==> src/hw/rtl/hbs_pkg.sv <==
// ----------------------------------------------------------------------------
// hbs_pkg
// Shared types and constants of the height-map bilinear sampler.
// ----------------------------------------------------------------------------
package hbs_pkg;

    // Fraction bits of the position (Q15.8), of the scale (Q8.8) and of depth (Q8.8)
    localparam int unsigned POS_FRAC_BITS   = 8;
    localparam int unsigned PPM_FRAC_BITS   = 8;
    localparam int unsigned DEPTH_FRAC_BITS = 8;

    localparam int unsigned QUEUE_DEPTH = 4;

    localparam logic [15:0] PPM_RESET   = 16'd256;
    localparam logic [15:0] DEPTH_RESET = 16'd7680;

    typedef enum logic
    {
        KIND_LOAD   = 1'b0,
        KIND_SAMPLE = 1'b1
    } hbs_kind_t;

    typedef enum logic [1:0]
    {
        REG_MAP_WIDTH        = 2'd0,
        REG_MAP_HEIGHT       = 2'd1,
        REG_PIXELS_PER_METER = 2'd2,
        REG_DEPTH_METERS     = 2'd3
    } hbs_reg_t;

    typedef struct packed
    {
        logic [15:0] map_width;
        logic [15:0] map_height;
        logic [15:0] pixels_per_meter;
        logic [15:0] depth_meters;
    } hbs_cfg_t;

    // Classified request handed from the front end to the back end
    typedef struct packed
    {
        hbs_kind_t   kind;
        logic        in_map;
        logic [15:0] load_addr;
        logic [7:0]  load_value;
        logic [15:0] xi;
        logic [15:0] x2;
        logic [15:0] yi;
        logic [15:0] y2;
    } hbs_cmd_t;

endpackage

==> src/hw/rtl/hbs_front.sv <==
// ----------------------------------------------------------------------------
// hbs_front
// Accepts requests, scales positions to pixels and classifies each sample.
// ----------------------------------------------------------------------------
module hbs_front #(
    parameter int unsigned FRACTION_BITS = 8
) (
    input  logic                     clk,
    input  logic                     rst_n,
    input  hbs_pkg::hbs_cfg_t        cfg,
    input  logic                     s_tvalid,
    output logic                     s_tready,
    // pixel_address[15:0], pixel_value[23:16], x_position[47:24], y_position[71:48]
    input  logic [71:0]              s_tdata,
    // kind[0]
    input  logic                     s_tuser,
    input  logic                     q_full,
    output logic                     push,
    output hbs_pkg::hbs_cmd_t        cmd,
    output logic [FRACTION_BITS-1:0] fx,
    output logic [FRACTION_BITS-1:0] fy
);

    localparam int unsigned FB    = FRACTION_BITS;
    localparam int unsigned PW    = 41;
    localparam int unsigned UW    = PW + 1;
    localparam int unsigned SHIFT = hbs_pkg::POS_FRAC_BITS + hbs_pkg::PPM_FRAC_BITS - FB;

    logic                    adv;
    logic                    f1_valid_reg;
    logic                    f2_valid_reg;
    logic                    f3_valid_reg;
    logic signed [23:0]      x_pos;
    logic signed [23:0]      y_pos;
    logic signed [PW-1:0]    px_next;
    logic signed [PW-1:0]    py_next;
    logic signed [PW-1:0]    f1_px_reg;
    logic signed [PW-1:0]    f1_py_reg;
    hbs_pkg::hbs_kind_t      f1_kind_reg;
    hbs_pkg::hbs_kind_t      f2_kind_reg;
    logic [15:0]             f1_addr_reg;
    logic [15:0]             f2_addr_reg;
    logic [7:0]              f1_value_reg;
    logic [7:0]              f2_value_reg;
    logic [UW-1:0]           off_x;
    logic [UW-1:0]           off_y;
    logic signed [UW-1:0]    ux_next;
    logic signed [UW-1:0]    uy_next;
    logic signed [UW-1:0]    f2_ux_reg;
    logic signed [UW-1:0]    f2_uy_reg;
    logic [15:0]             xi;
    logic [15:0]             yi;
    logic                    in_x;
    logic                    in_y;
    hbs_pkg::hbs_cmd_t       cmd_next;
    logic [FB-1:0]           fx_next;
    logic [FB-1:0]           fy_next;
    hbs_pkg::hbs_cmd_t       f3_cmd_reg;
    logic [FB-1:0]           f3_fx_reg;
    logic [FB-1:0]           f3_fy_reg;

    assign adv      = !(f3_valid_reg && q_full);
    assign s_tready = adv;
    assign push     = f3_valid_reg && adv;
    assign cmd      = f3_cmd_reg;
    assign fx       = f3_fx_reg;
    assign fy       = f3_fy_reg;

    // Stage 1: position times scale
    assign x_pos   = s_tdata[47:24];
    assign y_pos   = s_tdata[71:48];
    assign px_next = x_pos * $signed({1'b0, cfg.pixels_per_meter});
    assign py_next = y_pos * $signed({1'b0, cfg.pixels_per_meter});

    // Stage 2: floor to pixel fraction, add centering offset
    assign off_x   = UW'(cfg.map_width[15:1]) << FB;
    assign off_y   = UW'(cfg.map_height[15:1]) << FB;
    assign ux_next = UW'(f1_px_reg >>> SHIFT) + $signed(off_x);
    assign uy_next = UW'(f1_py_reg >>> SHIFT) + $signed(off_y);

    // Stage 3: inside test and neighbor indexes
    always_comb
    begin
        xi   = f2_ux_reg[FB+15:FB];
        yi   = f2_uy_reg[FB+15:FB];
        in_x = (f2_ux_reg[UW-1:FB+16] == '0) && (xi != 16'd0) && (xi < cfg.map_width);
        in_y = (f2_uy_reg[UW-1:FB+16] == '0) && (yi != 16'd0) && (yi < cfg.map_height);

        cmd_next.kind       = f2_kind_reg;
        cmd_next.in_map     = in_x && in_y;
        cmd_next.load_addr  = f2_addr_reg;
        cmd_next.load_value = f2_value_reg;
        cmd_next.xi         = xi;
        cmd_next.yi         = yi;
        // far neighbor clamps to the last column / row
        cmd_next.x2 = ((17'(xi) + 17'd1) == 17'(cfg.map_width)) ? xi : xi + 16'd1;
        cmd_next.y2 = ((17'(yi) + 17'd1) == 17'(cfg.map_height)) ? yi : yi + 16'd1;

        fx_next = f2_ux_reg[FB-1:0];
        fy_next = f2_uy_reg[FB-1:0];
    end

    always_ff @(posedge clk or negedge rst_n)
    begin
        if (!rst_n)
        begin
            f1_valid_reg <= 1'b0;
            f2_valid_reg <= 1'b0;
            f3_valid_reg <= 1'b0;
        end
        else if (adv)
        begin
            f1_valid_reg <= s_tvalid;
            f2_valid_reg <= f1_valid_reg;
            f3_valid_reg <= f2_valid_reg;
        end
    end

    always_ff @(posedge clk)
    begin
        if (adv)
        begin
            f1_kind_reg  <= hbs_pkg::hbs_kind_t'(s_tuser);
            f1_addr_reg  <= s_tdata[15:0];
            f1_value_reg <= s_tdata[23:16];
            f1_px_reg    <= px_next;
            f1_py_reg    <= py_next;
            f2_kind_reg  <= f1_kind_reg;
            f2_addr_reg  <= f1_addr_reg;
            f2_value_reg <= f1_value_reg;
            f2_ux_reg    <= ux_next;
            f2_uy_reg    <= uy_next;
            f3_cmd_reg   <= cmd_next;
            f3_fx_reg    <= fx_next;
            f3_fy_reg    <= fy_next;
        end
    end

endmodule

==> config.mk <==
export PLATFORM = sky130hd
export DESIGN_NAME = hbs_front
export DESIGN_NICKNAME = d
export VERILOG_FILES = /design/src/hw/rtl/hbs_pkg.sv /design/src/hw/rtl/hbs_front.sv
export SDC_FILE = /design/constraint.sdc
export NUM_CORES = 2
export LEC_CHECK = 0
export BUFFER_PORTS_ARGS = -buffer_cell sky130_fd_sc_hd__buf_2
export CORE_MARGIN = 1
export CORE_UTILIZATION = 65
export CTS_BUF_LIST = sky130_fd_sc_hd__clkbuf_4 sky130_fd_sc_hd__clkbuf_8
export DETAILED_ROUTE_END_ITERATION = 16
export GPL_ROUTABILITY_DRIVEN = 1
export PLACE_DENSITY = 0.82
export SETUP_SLACK_MARGIN = 0.1
export SLEW_MARGIN = 5
export SYNTH_ARGS = -nofsm -noshare
export SYNTH_HDL_FRONTEND = slang
export SYNTH_SLANG_ARGS = --single-unit
==> constraint.sdc <==
create_clock -name clk -period 12.7 [get_ports clk]
set_input_delay 2.54 -clock clk [delete_from_list [all_inputs] [get_ports clk]]
set_output_delay 2.54 -clock clk [all_outputs]
set_load 0.005 [all_outputs]
# [Word-level counts from Yosys, hierarchy flattened]
# Cells that the tools add are included.
[classes] n_addsub=6 n_mul=2 div_mod_pow=0 n_lt_le_gt_ge=2 n_eq_ne=2 shifts=0 mux=2 bitwise_logic=0 n_reduce_logical=12
[ops] cell="multiplier 24 x 17 -> 41 bit" n=2
[ops] cell="adder 33 x 24 -> 34 bit" n=2
[ops] cell="zero test 18 bit" n=2
[ops] cell="adder 16 x 1 -> 17 bit, second input constant" n=2
[ops] cell="equality test 17 x 16 -> 1 bit" n=2
[ops] cell="adder 16 x 1 -> 16 bit, second input constant" n=2
[ops] cell="less-than comparator 16 bit" n=2
[ops] cell="two-way mux 16 bit" n=2
[ops] cell="nonzero test 16 bit" n=2
[ops] cell="logical AND 1 bit" n=7
[ops] cell="zero test 1 bit" n=1
[word_totals] ff_bits=325 latch_bits=0 mem_bits_rw=0 mem_bits_ro=0 in_bits=141 out_inout_bits=108 elab_cells=49 memories=0

# [Logic depth before layout (Yosys ltp)]
[logic_depth] depth_word=4 depth_mapped=26 mapped_depth_nobuf=24

# [Least setup slack after synthesis]
# No wires, ideal clock.
[synth_timing] kind="input to output" startpoint="input q_full" endpoint="output s_tready" arrival_ps=8720 required_ps=10160 slack_ps=1440 stages=1 cell_sequence="nand2_1"
[synth_via] elab_chain_cells=2
[synth_rtl] item="start, declared" line="hbs_front.sv:17" text="input logic q_full,"
[synth_rtl] item="logical AND 1 bit" line="hbs_front.sv:62" text="assign adv = !(f3_valid_reg && q_full);"
[synth_rtl] item="zero test 1 bit" line="hbs_front.sv:62"
[synth_rtl] item="end, declared" line="hbs_front.sv:12" text="output logic s_tready,"
# No other way between the ends.

# [Worst setup path in the final report]
[layout_timing] startpoint="input cfg[18] in the netlist's numbering" endpoint="register f1_px_reg[39] (data pin)"
[layout_via] elab_chain_cells=1
[layout_rtl] item="start, declared" line="hbs_front.sv:10" text="input hbs_pkg::hbs_cfg_t cfg,"
[layout_rtl] item="multiplier 24 x 17 -> 41 bit" line="hbs_front.sv:72" text="assign px_next = x_pos * $signed({1'b0, cfg.pixels_per_meter});"
[layout_rtl] item="named net px_next[39]" line="hbs_front.sv:35" text="logic signed [PW-1:0] px_next;"
[layout_rtl] item="end signal, assigned" line="hbs_front.sv:126" text="f1_px_reg <= px_next;"
[layout_rtl] item="end, declared" line="hbs_front.sv:37" text="logic signed [PW-1:0] f1_px_reg;"
# The timed path passes the listed nets, and every way through them passes these cells.
# A chain may end at the register's enable or synchronous reset.

==> metrics.md <==
| Metric | Value |
|---|---|
| CTS tree | `done` |
| Worst Tran Pin Value | `roughly 1000 ps` |
| CP Buf/Inv Count | `6` |
| H-Tree Depth | `2` |
| DR vias | `27463` |
| WL met2 | `43.8 mm` |
| Synth unique cells | `between 70 and 80` |
| Clk root buf | `clkbuf_8` |
| CP Data Required Time | `between 10000 and 15000 ps` |
| Crit. End Element | `register` |
| Site row count | `90` |
| Final WL | `90.6 mm` |
| Post-synthesis async set-or-reset flop share | `1.02%` |
| Synthesis Warnings | `0` |
| Outcome | `complete, no violations` |
| Width of the die | `250 um` |
| Filler Cell Count | `4455` |
| CP top delay family | `adder cells` |
| Multi-input gate area | `27200 um2` |
| Max-cap violations | `0` |
| Post-detail-place hpwl | `70.5 mm` |
| RSZ-0062 raised after global routing | `false` |
| Largest net degree at the start of global routing | `81` |
| Fin. Hold Viols | `0` |
| Worst Slack Setup Final | `3280 ps` |
| Metal-1 WL | `35.3 mm` |
| CP startpoint kind | `primary input` |
| Yosys reg bits | `293` |
| DP Cell Count | `~4800` |
| # IOs | `~250` |
| Clock buffer count from CTS | `45` |
| Syn Nets | `5089` |
| # port buffers | `232` |
| Setup repair bufs after CTS | `0` |
| Synth Flop Type | `edfxtp_1` |
| Critical Path, Cell by Cell | `buf_2 > buf_4 > nand2_1 > fa_1 > fa_1 > inv_1 > fa_1 > fa_1 > fa_1 > inv_1 > fa_1 > inv_1 > ha_1 > o21a_1 > o2111ai_1 > inv_1 > a221oi_1 > nand3_1 > a221oi_1 > o21bai_1 > xor2_1` |
| Starting density of the core | `66.1%` |
| Vias in the first global route | `a little under 30000` |
| Layout area overhead | `6.72%` |
| Longest Clk Path Bufs | `3` |
| Slowest cell on crit path | `fa_1` |
| Crit Path Category | `in2reg` |
| Crit-path max cell delay | `780 ps` |
| Final Net Count | `5245` |
| Core Box Area | `about 61000 um2` |
| Layout cells sized above 1 | `8.42%` |
| Fin cells | `roughly 4900` |
| CTS clock-pin slew for the worst setup and hold paths | `60 ps` |
| Worst min path class | `reg2reg` |
| Final setup fails | `0` |
| Skew-Pair Late Insertion Delay | `590 ps` |
| Initial antenna violation count | `3` |
| Area of the die | `62600 um2` |
| Sequential cell area | `8780 um2` |
| Total negative setup slack | `0 ps` |
| DR DRC count | `0` |
| Sink Count | `approximately 300` |
| First-pass GRT wire length | `roughly 150 mm` |
| Worst slack at placement | `2810 ps` |
| Worst Skew | `25.3 ps` |
| Vias per cell | `5.60` |
| Fmax | `106 MHz` |
| Post-synthesis cell count | `3932` |
| Met3 wire len | `7.73 mm` |
| Vert. Die Dim | `around 250 um` |
| Post-CTS Resized | `0` |
| Maximum fanout along the worst path | `21` |
| Crit path top cell by count | `fa_1` |
| Worst relative slew slack | `31.9%` |
| Max-slew violations | `0` |
| Post-synth EDFFs | `290` |
| Router iterations before antenna repair | `6` |
| Final min period | `9420 ps` |
| Core Util, Final | `70.5%` |
| Largest register FFs | `90` |
| Post-route clock period utilization | `74.2%` |
| DRT antenna net count | `0` |
| Synth Cell Area | `40000 um2` |
| Top sig layer | `met4` |
| Avg Cell Area, Syn | `slightly above 10 um2` |
| Seq/Total Area, Yosys | `between 20% and 30%` |
| Hold_buf cts | `0` |
| CP arrival | `9750 ps` |
| Placer Congestion | `a little over 0.9` |
| Wire length per cell | `18.5 um` |
| DRT iter0 DRCs | `1897` |
| GRT overflow | `0` |
| Total track usage | `between 30 and 40%` |
-- cell families after synthesis --
logic type               share of synthesized area, %
adder cells (fa/ha/maj)                          45.9
XOR/XNOR                                         3.89
buffers and inverters                            10.2
flip-flops                                       21.9
AND/OR/NAND/NOR                                  13.4
AO/OA/AOI/OAI                                    4.66
multiplexers                                   0.0563
-- layout by cell type (no fill, tap or decap), types with 18 or more instances in the layout --
cell,count
ha_1,264
and3_1,23
buf_2,232
nand3_1,27
nor3_1,37
edfxtp_1,290
and2_1,299
buf_4,18
nor2_1,69
xor2_1,53
o21a_1,34
a21oi_1,61
nand2_1,550
xnor2_1,123
a21o_1,35
fa_1,752
o21ai_0,42
clkbuf_8,45
inv_1,938
-- metal layers --
layer / vias up / track usage, %
li1: 12249 / -
met1: 13805 / 40.4
met4: 0 / 11.9
met2: 1181 / 51.2
met5: - / 0
met3: 228 / 4.78
-- layout make-up --
class	instances	share of cell area (%)
multi-input combinational	2560	63.6
sequential	293	20.6
inverter	938	8.24
timing repair buffer	250	3.04
tap	782	2.29
clock buffer	56	1.64
clock inverter	23	0.580
antenna	4	0.0234
-- final timing paths --
check / from / end / slack, ps / depth (start not counted)
setup / recovery: cfg[18] / f1_px_reg[39] / 3280 / 21
hold / removal: f2_value_reg[6] / cmd[70] / 410 / 0
setup reg to reg: f1_py_reg[16] / f2_uy_reg[28] / 9230 / 12
hold reg to reg: f2_value_reg[6] / cmd[70] / 410 / 0
max in group asynchronous: rst_n / f3_valid_reg / 10850 / 1
min in group asynchronous: rst_n / f1_valid_reg / 1730 / 1
-- metrics by stage --
step / area, um2 / hold slack (ps)
after floorplan: 40000 / 400
after global placement: 41700 / 400
after detailed placement: 41700 / 405
after CTS: 42700 / 414
after global routing: 42700 / 416
final: 42700 / 412
-- synth_stat cells, types with 3 or more instances --
| library cell | instances | share of area, % |
|---|---|---|
| and4_1 | 9 | 0.20 |
| a21o_1 | 35 | 0.66 |
| nand3_2 | 3 | 0.075 |
| edfxtp_1 | 290 | 22 |
| a21boi_0 | 4 | 0.075 |
| o21ai_0 | 42 | 0.53 |
| a211oi_1 | 15 | 0.28 |
| nand2_1 | 551 | 5.2 |
| o21ai_1 | 4 | 0.050 |
| a221oi_1 | 3 | 0.066 |
| or4_1 | 4 | 0.075 |
| nor2_1 | 69 | 0.65 |
| o31ai_1 | 4 | 0.075 |
| and3_1 | 23 | 0.36 |
| buf_2 | 6 | 0.075 |
| nor3_1 | 37 | 0.46 |
| xnor2_1 | 123 | 2.7 |
| nand3_1 | 27 | 0.34 |
| o21a_1 | 34 | 0.64 |
| clkbuf_1 | 133 | 1.2 |
| fa_1 | 752 | 38 |
| a22oi_1 | 3 | 0.056 |
| inv_1 | 938 | 8.8 |
| nor2b_1 | 15 | 0.23 |
| nand4_1 | 15 | 0.23 |
| a21oi_1 | 61 | 0.76 |
| nand2b_1 | 12 | 0.19 |
| a211o_1 | 3 | 0.066 |
| o2111ai_1 | 4 | 0.088 |
| and2_1 | 299 | 4.7 |
| o211ai_1 | 6 | 0.11 |
| dfrtp_1 | 3 | 0.19 |
| a31oi_1 | 7 | 0.11 |
| a41oi_1 | 4 | 0.088 |
| a22o_1 | 3 | 0.066 |
| nor4_2 | 3 | 0.094 |
| nor4_1 | 9 | 0.14 |
| o21bai_1 | 10 | 0.19 |
| or3_1 | 7 | 0.11 |
| xor2_1 | 53 | 1.2 |
| ha_1 | 264 | 8.3 |
Power is not shown: default switching activity piles up to over one toggle a cycle in this logic, so the estimate is an artifact.
