$ cat src/hw/rtl/hbs_queue.sv
// ----------------------------------------------------------------------------
// hbs_queue
// Small FIFO between the front end and the back end.
// ----------------------------------------------------------------------------
module hbs_queue #(
    parameter int unsigned WIDTH = 8,
    parameter int unsigned DEPTH = 4
) (
    input  logic             clk,
    input  logic             rst_n,
    input  logic             push,
    input  logic [WIDTH-1:0] wdata,
    input  logic             pop,
    output logic [WIDTH-1:0] rdata,
    output logic             valid,
    output logic             full
);

    localparam int unsigned PTRW = $clog2(DEPTH);
    localparam int unsigned CW   = $clog2(DEPTH + 1);

    logic [WIDTH-1:0] entry_reg [DEPTH];
    logic [PTRW-1:0]  wr_ptr_reg;
    logic [PTRW-1:0]  rd_ptr_reg;
    logic [CW-1:0]    count_reg;
    logic [PTRW-1:0]  wr_ptr_next;
    logic [PTRW-1:0]  rd_ptr_next;
    logic [CW-1:0]    count_next;

    assign rdata = entry_reg[rd_ptr_reg];
    assign valid = (count_reg != '0);
    assign full  = (count_reg == CW'(DEPTH));

    always_comb
    begin
        wr_ptr_next = wr_ptr_reg;
        rd_ptr_next = rd_ptr_reg;
        count_next  = count_reg;
        if (push)
        begin
            wr_ptr_next = (wr_ptr_reg == PTRW'(DEPTH - 1)) ? '0 : wr_ptr_reg + PTRW'(1);
        end
        if (pop)
        begin
            rd_ptr_next = (rd_ptr_reg == PTRW'(DEPTH - 1)) ? '0 : rd_ptr_reg + PTRW'(1);
        end
        if (push && !pop)
        begin
            count_next = count_reg + CW'(1);
        end
        else if (pop && !push)
        begin
            count_next = count_reg - CW'(1);
        end
    end

    always_ff @(posedge clk or negedge rst_n)
    begin
        if (!rst_n)
        begin
            wr_ptr_reg <= '0;
            rd_ptr_reg <= '0;
            count_reg  <= '0;
        end
        else
        begin
            wr_ptr_reg <= wr_ptr_next;
            rd_ptr_reg <= rd_ptr_next;
            count_reg  <= count_next;
        end
    end

    always_ff @(posedge clk)
    begin
        if (push)
        begin
            entry_reg[wr_ptr_reg] <= wdata;
        end
    end

    a_count_bound: assert property (@(posedge clk) disable iff (!rst_n)
        count_reg <= CW'(DEPTH))
        else $error("queue count beyond depth");

    a_no_pop_empty: assert property (@(posedge clk) disable iff (!rst_n)
        pop |-> count_reg != '0)
        else $error("pop from empty queue");

    a_no_push_full: assert property (@(posedge clk) disable iff (!rst_n)
        push && !pop |-> count_reg != CW'(DEPTH))
        else $error("push into full queue");

    a_count_up: assert property (@(posedge clk) disable iff (!rst_n)
        push && !pop |=> count_reg == $past(count_reg) + CW'(1))
        else $error("queue count did not rise on push");

endmodule

$ cat config.mk
export PLATFORM = sky130hd
export DESIGN_NAME = hbs_queue
export DESIGN_NICKNAME = d
export VERILOG_FILES = /design/src/hw/rtl/hbs_queue.sv
export SDC_FILE = /design/constraint.sdc
export NUM_CORES = 1
export LEC_CHECK = 0
export ABC_AREA = 1
export BUFFER_PORTS_ARGS = -buffer_cell sky130_fd_sc_hd__buf_4
export CORE_ASPECT_RATIO = 1.1
export CORE_MARGIN = 2
export CORE_UTILIZATION = 49
export CTS_CLUSTER_SIZE = 30
export DETAILED_ROUTE_END_ITERATION = 10
export GPL_TIMING_DRIVEN = 0
export PLACE_DENSITY = 0.7
export SKIP_CTS_REPAIR_TIMING = 1
export SYNTH_ARGS = -nofsm -noshare
export SYNTH_HDL_FRONTEND = slang
export SYNTH_SLANG_ARGS = --single-unit
$ cat constraint.sdc
create_clock -name clk -period 3.03 [get_ports clk]
set_input_delay 0.303 -clock clk [delete_from_list [all_inputs] [get_ports clk]]
set_output_delay 0.303 -clock clk [all_outputs]
set_load 0.05 [all_outputs]
### Yosys cells after proc, flatten, opt, wreduce, memory -nomap -nowiden

Memory sizes are Yosys's and may differ from the RTL's.
Index checks and enable logic that the tools add are counted.

* add/sub/neg operators: 4
* equality and inequality tests: 3
* multiplexer cells: 6
* reduce and logical (&&, ||, !) cells: 6

Operators by type and width (count)
* $mux 3: 2
* $add 2x1->2 const B: 2
* $eq 2x2->1 const B: 2
* $mux 2: 2
* $add 3x1->3 const B: 1
* $eq 3x3->1 const B: 1
* $reduce_bool 3->1: 1
* $sub 3x1->3 const B: 1
* $logic_and 1x1->1: 2
* $logic_not 1->1: 2
* $mux 1: 2
* $reduce_bool 2->1: 1

* bits in registers: 7
* RAM bits: 32
* output and inout bits: 10
* word-level logic and storage cells: 23
* memories: 1

Memory list
* entry_reg: depth 4, width 8, read ports 1, clocked after memory_dff 0, wr ports 1, line 22 `logic [WIDTH-1:0] entry_reg [DEPTH];`

### Depth between registers and ports, before layout

Gate-level depths: netlist of the first run.

* depth in word-level cells: 4
* gate-level depth with buffers: 9
* mapped depth without buffers: 9

### Least setup slack after synthesis of the first run

No wires, ideal clock.

* path kind: register to output
* start: register count_reg[0]
* end: output full
* data arrival time: 1.513 ns
* path slack: 1.214 ns
* stages on the path, launching flop included: 2
* buffers on the path: 0
* cells stage by stage: dfrtp_1 -> nor3_1

* word-level cells in the longest chain between the ends: 1

RTL lines
* from (decl): line 25 `logic [CW-1:0] count_reg;`
* from (signal assigned): line 69 `count_reg <= count_next;`
* $eq 3x3->1: line 32 `assign full = (count_reg == CW'(DEPTH));`
* to (decl): line 16 `output logic full`

No other way between the ends.

### Final worst setup path of the first run

* start: register rd_ptr_reg[0]
* end: output rdata[1]

* word-level cells in the longest chain between the ends: 1

RTL lines
* from (decl): line 24 `logic [PTRW-1:0] rd_ptr_reg;`
* from (signal assigned): line 68 `rd_ptr_reg <= rd_ptr_next;`
* $mem_v2 4x8
* to (decl): line 14 `output logic [WIDTH-1:0] rdata,`

No other way between the ends.

==> results.py, run 1 <==
metrics = {
    "sta": {
        "worstMarginPinSlew_ns": 0.392,
        "period_minus_slack_ns": 1.79,
        "peak_freq_mhz": 558,
        "setup_viol": 0,
        "timing_hold_violations_final": 0,
        "fin_skew_ns": 0.00826,
        "rsz0062_at_grt": "no",
        "max-slew-margin-rel": 0.738,
        "layout_worst_path_cycle_share": 0.591,
        "setup_total_negative_slack_ns": 0,
        "final_max_slew_violation_count": 0,
    },
    "layout": {
        "largest_register_ffs": 32,
        "design.final.nets": 193,
        "area_growth_pct": 18.4,
        "antenna_cells_inserted": 0,
        "layout_cell_share_with_drive_strength_beyond_1": 0.200,
        "post-route-util": 0.607,
    },
    "clocking": {
        "clk_latency_ns": 0.34,
        "htreeDepth": 2,
        "numClockSinks": 39,
        "largest_buffer_count_on_any_clock_path": 2,
        "cts_inserted_buffers": 5,
        "clock_root_buffer": "sky130_fd_sc_hd__clkbuf_4",
        "tritoncts": "done",
        "clkSlewWorstSetupHoldPaths_ns": 0.11,
    },
    "routing": {
        "drt-total-wl_um": 2930,
        "first_pass_iters": 4,
        "drt.antenna.violating_nets": 0,
        "drt_drc_violations_left": 0,
        "detailedRoute.firstIterationViolations": 20,
        "vias": 1070,
        "wire_per_inst_um": 13.1,
        "viasPerCell": 4.80,
    },
    "logic_synthesis": {
        "postSynthAreaPerCell_um2": 11.8,
        "synth_common_cells": "sky130_fd_sc_hd__nand2_1 (40), sky130_fd_sc_hd__edfxtp_1 (32), sky130_fd_sc_hd__inv_1 (27)",
        "count_of_flip_flops_with_a_built_in_enable_after_synthesis": 32,
        "count_of_unique_library_cells_instantiated_by_yosys": 19,
        "seq_area_frac_synth": 0.665,
        "post-synth-top-area-fraction": 0.563,
        "register_bit_count_reported_by_yosys": 39,
        "synth-async-reset-ratio": 0.179,
        "post_synth_inst_count": 145,
        "dominantRegCellSynth": "sky130_fd_sc_hd__edfxtp_1",
        "synth-warning-count": 0,
        "yosys.cell_count.top_type": "sky130_fd_sc_hd__nand2_1",
        "netlist.top_cell.by_area": "sky130_fd_sc_hd__edfxtp_1",
        "synth.net_count": 164,
        "synth.top_cells.by_area": "sky130_fd_sc_hd__edfxtp_1 (56%), sky130_fd_sc_hd__dfrtp_1 (10%), sky130_fd_sc_hd__nand2_1 (8.8%)",
        "synth.cell_area_um2": 1710,
    },
    "die": {
        "fp.coreArea_um2": 3330,
        "initial_utilization": 0.513,
        "number_of_top_level_pins": 22,
        "placement_rows": 22,
        "die_x_um": 60.3,
        "design.die.area_um2": 3970,
        "dieHeight_um": 65.9,
    },
    "pwr": {
        "power_frac_comb": 0.452,
        "switching_component_of_the_power_mw": 0.858,
        "p_leak_nw": 0.912,
        "power_density_nw_per_um2": 1020,
        "power_frac_clock": 0.173,
        "switching_share": 0.417,
        "cell_internal_pwr_mw": 1.20,
        "power_frac_seq": 0.376,
        "vdd_ir_drop_max_mv": 0.480,
    },
    "place": {
        "port_buffers": 21,
        "post-dp-hpwl_um": 2060,
        "place.gp.congestion": 0.822,
    },
    "global_routing": {
        "antenna_found_initial": 0,
        "vias_in_the_first_global_route": 1088,
        "total_congestion_overflow_after_global_routing": 0,
        "grt_max_degree": 13,
        "wire_length_of_the_first_global_routing_pass_um": 4950,
        "total_global_route_track_usage": 0.177,
    },
    "worst_setup_path": {
        "crit_path_max_delay_cell_type": "sky130_fd_sc_hd__dfrtp_1",
        "path_max_fanout": 10,
        "reg2reg_setup_slack_ns": 1.66,
        "critical_path.max_stage_delay_ns": 0.43,
        "kind_of_end_point_of_the_critical_path": "output pin",
        "cp_data_arrival_time_ns": 1.49,
        "timing.setup.critical_path_class": "flip-flop to output pin",
        "crit_path_cell_trace": "inv_2 -> clkbuf_8 -> nand2_1 -> o211ai_1 -> nand2_1 -> buf_4",
        "worst_ep_required_time_ns": 2.73,
        "critical_path.most_common_cell": "sky130_fd_sc_hd__nand2_1",
        "crit_path_start_kind": "flip-flop",
    },
    "worst_hold_path": {
        "hold_class": "primary input to flip-flop",
    },
    "outcome": {
        "result_of_the_run": "complete, no violations",
    },
    "job": {
        "cap_viol_max_count": 0,
    },
}
[cell families after synthesis]
logic type	after synthesis	share of synthesized area
buffers and inverters	33	0.0894
AOI/OAI and AO/OA	21	0.0850
xor gates and xnor gates	1	0.00513
adders and majority gates	7	0.0557
and+or+nand+nor	44	0.0996
DFF	39	0.665
[layer usage]
metal	track usage	share of wire	vias to the layer above
li1	-	-	543
met1	0.205	0.43	503
met2	0.298	0.51	18
met3	0.0568	0.039	6
met4	0.0694	0.020	0
met5	0	0	-
[through the flow]
step / total power [mW] / setup slack [ns] / area, um2 / hold WS, ns / std cells
after CTS: 2.08 / 1.20 / 2010 / -0.263 / 222
after detailed placement: 1.73 / 1.51 / 1930 / 0.121 / 214
after global placement: 1.69 / 1.56 / 1930 / 0.118 / 214
final: 2.06 / 1.24 / 2020 / 0.157 / 223
after floorplan: 1.45 / 1.21 / 1710 / 0.00741 / 145
after global routing: 2.19 / 1.11 / 2020 / 0.126 / 223
[layout make-up]
class                           count  area (um2)
Buffer                              4        43.8
Clock buffer                        6        51.3
Clock inverter                      2        35.0
Fill cell                         277        1310
Inverter                           29         109
Multi-Input combinational cell     73         419
Sequential cell                    39        1140
Tap cell                           48        60.1
Timing Repair Buffer               22         168
[cell usage in the layout, fill, tap and decap left out, drive strengths merged]
| cell type | instances |
|---|---|
| nor2 | 1 |
| fa | 1 |
| dfrtp | 7 |
| o211ai | 16 |
| clkbuf | 7 |
| buf | 24 |
| o21ai | 4 |
| bufinv | 1 |
| inv | 29 |
| clkinv | 1 |
| nand2 | 40 |
| nand3 | 1 |
| nor3 | 1 |
| xnor2 | 1 |
| a21oi | 1 |
| dlygate4sd3 | 1 |
| edfxtp | 32 |
| nand4 | 1 |
| ha | 6 |
[power groups by stage]
stage                     clock network [mW]  registers (mW)  logic, mW
final                                  0.355           0.773      0.929
after global routing                   0.389           0.790       1.01
after CTS                              0.367           0.774      0.943
after detailed placement                   0           0.786      0.943
after global placement                     0           0.779      0.908
after floorplan                            0           0.770      0.679
[final timing paths]
kind / start / to / cells after the start
max reg2reg: wr_ptr_reg[0] / entry_reg[2][0] / 4
min reg2reg: count_reg[2] / count_reg[2] / 2
min: wdata[2] / entry_reg[1][2] / 1
max: rd_ptr_reg[0] / rdata[1] / 6
max in group asynchronous: rst_n / rd_ptr_reg[1] / 2
min in group asynchronous: rst_n / rd_ptr_reg[0] / 2
[critical path: cells and delay by family, from the launching register on]
family          cells  cell delay [ns]
simple gates        2             0.13
compound gates      1             0.07
buf+inv             3             0.51
flops               1             0.43
No activity file was read; power rests on OpenSTA's default activity.
==> run 2, diff against run 1 <==
clock period = 1.78 ns   (was 3.03 ns; I/O delays follow)
==> results.py, run 2 (synthesis results as in run 1) <==
metrics = {
    "routing": {
        "detailedRoute.firstIterationViolations": 20,
        "drt-total-wl_um": 2950,
        "drt_drc_violations_left": 0,
        "first_pass_iters": 4,
        "viasPerCell": 4.78,
        "met2_length_um": 1510,
        "met3WireLength_um": 113,
        "wire_per_inst_um": 13.1,
        "drt.antenna.violating_nets": 0,
        "top_signal_layer_used": "met4",
        "drt-met1-wl_um": 1280,
        "vias": 1075,
    },
    "worst_setup_path": {
        "cp_data_arrival_time_ns": 1.48,
        "kind_of_end_point_of_the_critical_path": "output pin",
        "timing.setup.critical_path_class": "flip-flop to output pin",
        "worst_ep_required_time_ns": 1.60,
        "path_max_fanout": 10,
        "crit_path_start_kind": "flip-flop",
    },
    "clocking": {
        "htreeDepth": 2,
        "numClockSinks": 39,
        "clkSlewWorstSetupHoldPaths_ns": 0.11,
        "clock_root_buffer": "sky130_fd_sc_hd__clkbuf_4",
        "clk_latency_ns": 0.34,
        "largest_buffer_count_on_any_clock_path": 2,
        "tritoncts": "done",
        "cts_inserted_buffers": 5,
    },
    "pwr": {
        "power_density_nw_per_um2": 1730,
        "p_leak_nw": 0.921,
        "vdd_ir_drop_max_mv": 0.820,
    },
    "global_routing": {
        "grt_max_degree": 13,
        "vias_in_the_first_global_route": 1088,
        "antenna_found_initial": 0,
        "total_global_route_track_usage": 0.177,
        "wire_length_of_the_first_global_routing_pass_um": 4950,
        "total_congestion_overflow_after_global_routing": 0,
    },
    "sta": {
        "setup_total_negative_slack_ns": 0,
        "period_minus_slack_ns": 1.66,
        "worstMarginPinSlew_ns": 0.391,
        "fin_skew_ns": 0.00797,
        "timing_hold_violations_final": 0,
        "max-slew-margin-rel": 0.739,
        "final_max_slew_violation_count": 0,
        "rsz0062_at_grt": "no",
        "setup_viol": 0,
        "layout_worst_path_cycle_share": 0.931,
        "peak_freq_mhz": 604,
        "hold-worst-slack_ns": 0.0312,
    },
    "die": {
        "dieHeight_um": 65.9,
        "design.die.area_um2": 3970,
        "fp.coreArea_um2": 3330,
        "initial_utilization": 0.513,
        "die_x_um": 60.3,
        "placement_rows": 22,
        "number_of_top_level_pins": 22,
    },
    "layout": {
        "area_growth_pct": 19.3,
        "design.final.nets": 195,
        "layout_cell_share_with_drive_strength_beyond_1": 0.209,
        "most-common-layout-cells": "sky130_fd_sc_hd__nand2_1 (40), sky130_fd_sc_hd__edfxtp_1 (32), sky130_fd_sc_hd__inv_1 (27)",
        "antenna_cells_inserted": 0,
        "layout_commonest_cell": "sky130_fd_sc_hd__nand2_1",
        "largest_register_ffs": 32,
    },
    "place": {
        "port_buffers": 21,
        "post-dp-hpwl_um": 2060,
        "place.gp.congestion": 0.822,
    },
    "job": {
        "cap_viol_max_count": 0,
    },
    "outcome": {
        "result_of_the_run": "complete, no violations",
    },
    "worst_hold_path": {
        "hold_class": "primary input to flip-flop",
    },
}
-- run 2: final cells by class --
| cell class | count | area, um2 |
|---|---|---|
| fillers | 278 | 1290 |
| flip-flops and latches | 39 | 1140 |
| multi-input cells | 73 | 419 |
| repair buffers | 24 | 183 |
| inverters | 29 | 109 |
| well taps | 48 | 60.1 |
| clock buffers | 6 | 51.3 |
| plain buffers | 4 | 43.8 |
| clock inverters | 2 | 35.0 |
-- run 2: power by group --
| part | internal, mW | switching [mW] |
|---|---|---|
| registers | 1.21 | 0.105 |
| clock network | 0.332 | 0.273 |
| logic | 0.519 | 1.09 |
| total | 2.06 | 1.47 |
-- run 2: worst paths after layout --
check / startpoint / endpoint / slack (ns) / depth (start not counted)
max: rd_ptr_reg[0] / rdata[4] / 0.12 / 6
min: wdata[2] / entry_reg[1][2] / 0.03 / 1
max reg2reg: wr_ptr_reg[0] / entry_reg[2][0] / 0.41 / 4
min reg2reg: count_reg[2] / count_reg[2] / 0.48 / 2
max in group asynchronous: rst_n / rd_ptr_reg[1] / 1.48 / 2
min in group asynchronous: rst_n / rd_ptr_reg[0] / 0.17 / 2
-- run 2: worst max-delay path: stages, from the launching register on --
cell	delay, ns
sky130_fd_sc_hd__dfrtp_1	0.43
sky130_fd_sc_hd__inv_2	0.12
sky130_fd_sc_hd__clkbuf_8	0.18
sky130_fd_sc_hd__nand2_1	0.05
sky130_fd_sc_hd__o211ai_1	0.07
sky130_fd_sc_hd__nand2_1	0.09
sky130_fd_sc_hd__buf_4	0.19
-- run 2: routing by layer --
layer,vias to the layer above,GRT usage
li1,549,-
met4,0,0.0694
met1,502,0.205
met2,18,0.298
met5,-,0
met3,6,0.0568
-- run 2: stage by stage --
step | std cells | instance area [um2] | setup WS [ns] | utilization | total power [mW]
2_1_floorplan | 145 | 1710 | 0.0889 | - | 2.47
6_report | 225 | 2040 | 0.123 | 0.612 | 3.53
3_3_place_gp | 214 | 1930 | 0.437 | 0.578 | 2.87
4_1_cts | 222 | 2010 | 0.0716 | 0.604 | 3.55
5_1_grt | 225 | 2040 | 0.00805 | 0.612 | 3.76
3_5_place_dp | 214 | 1930 | 0.369 | 0.578 | 2.94
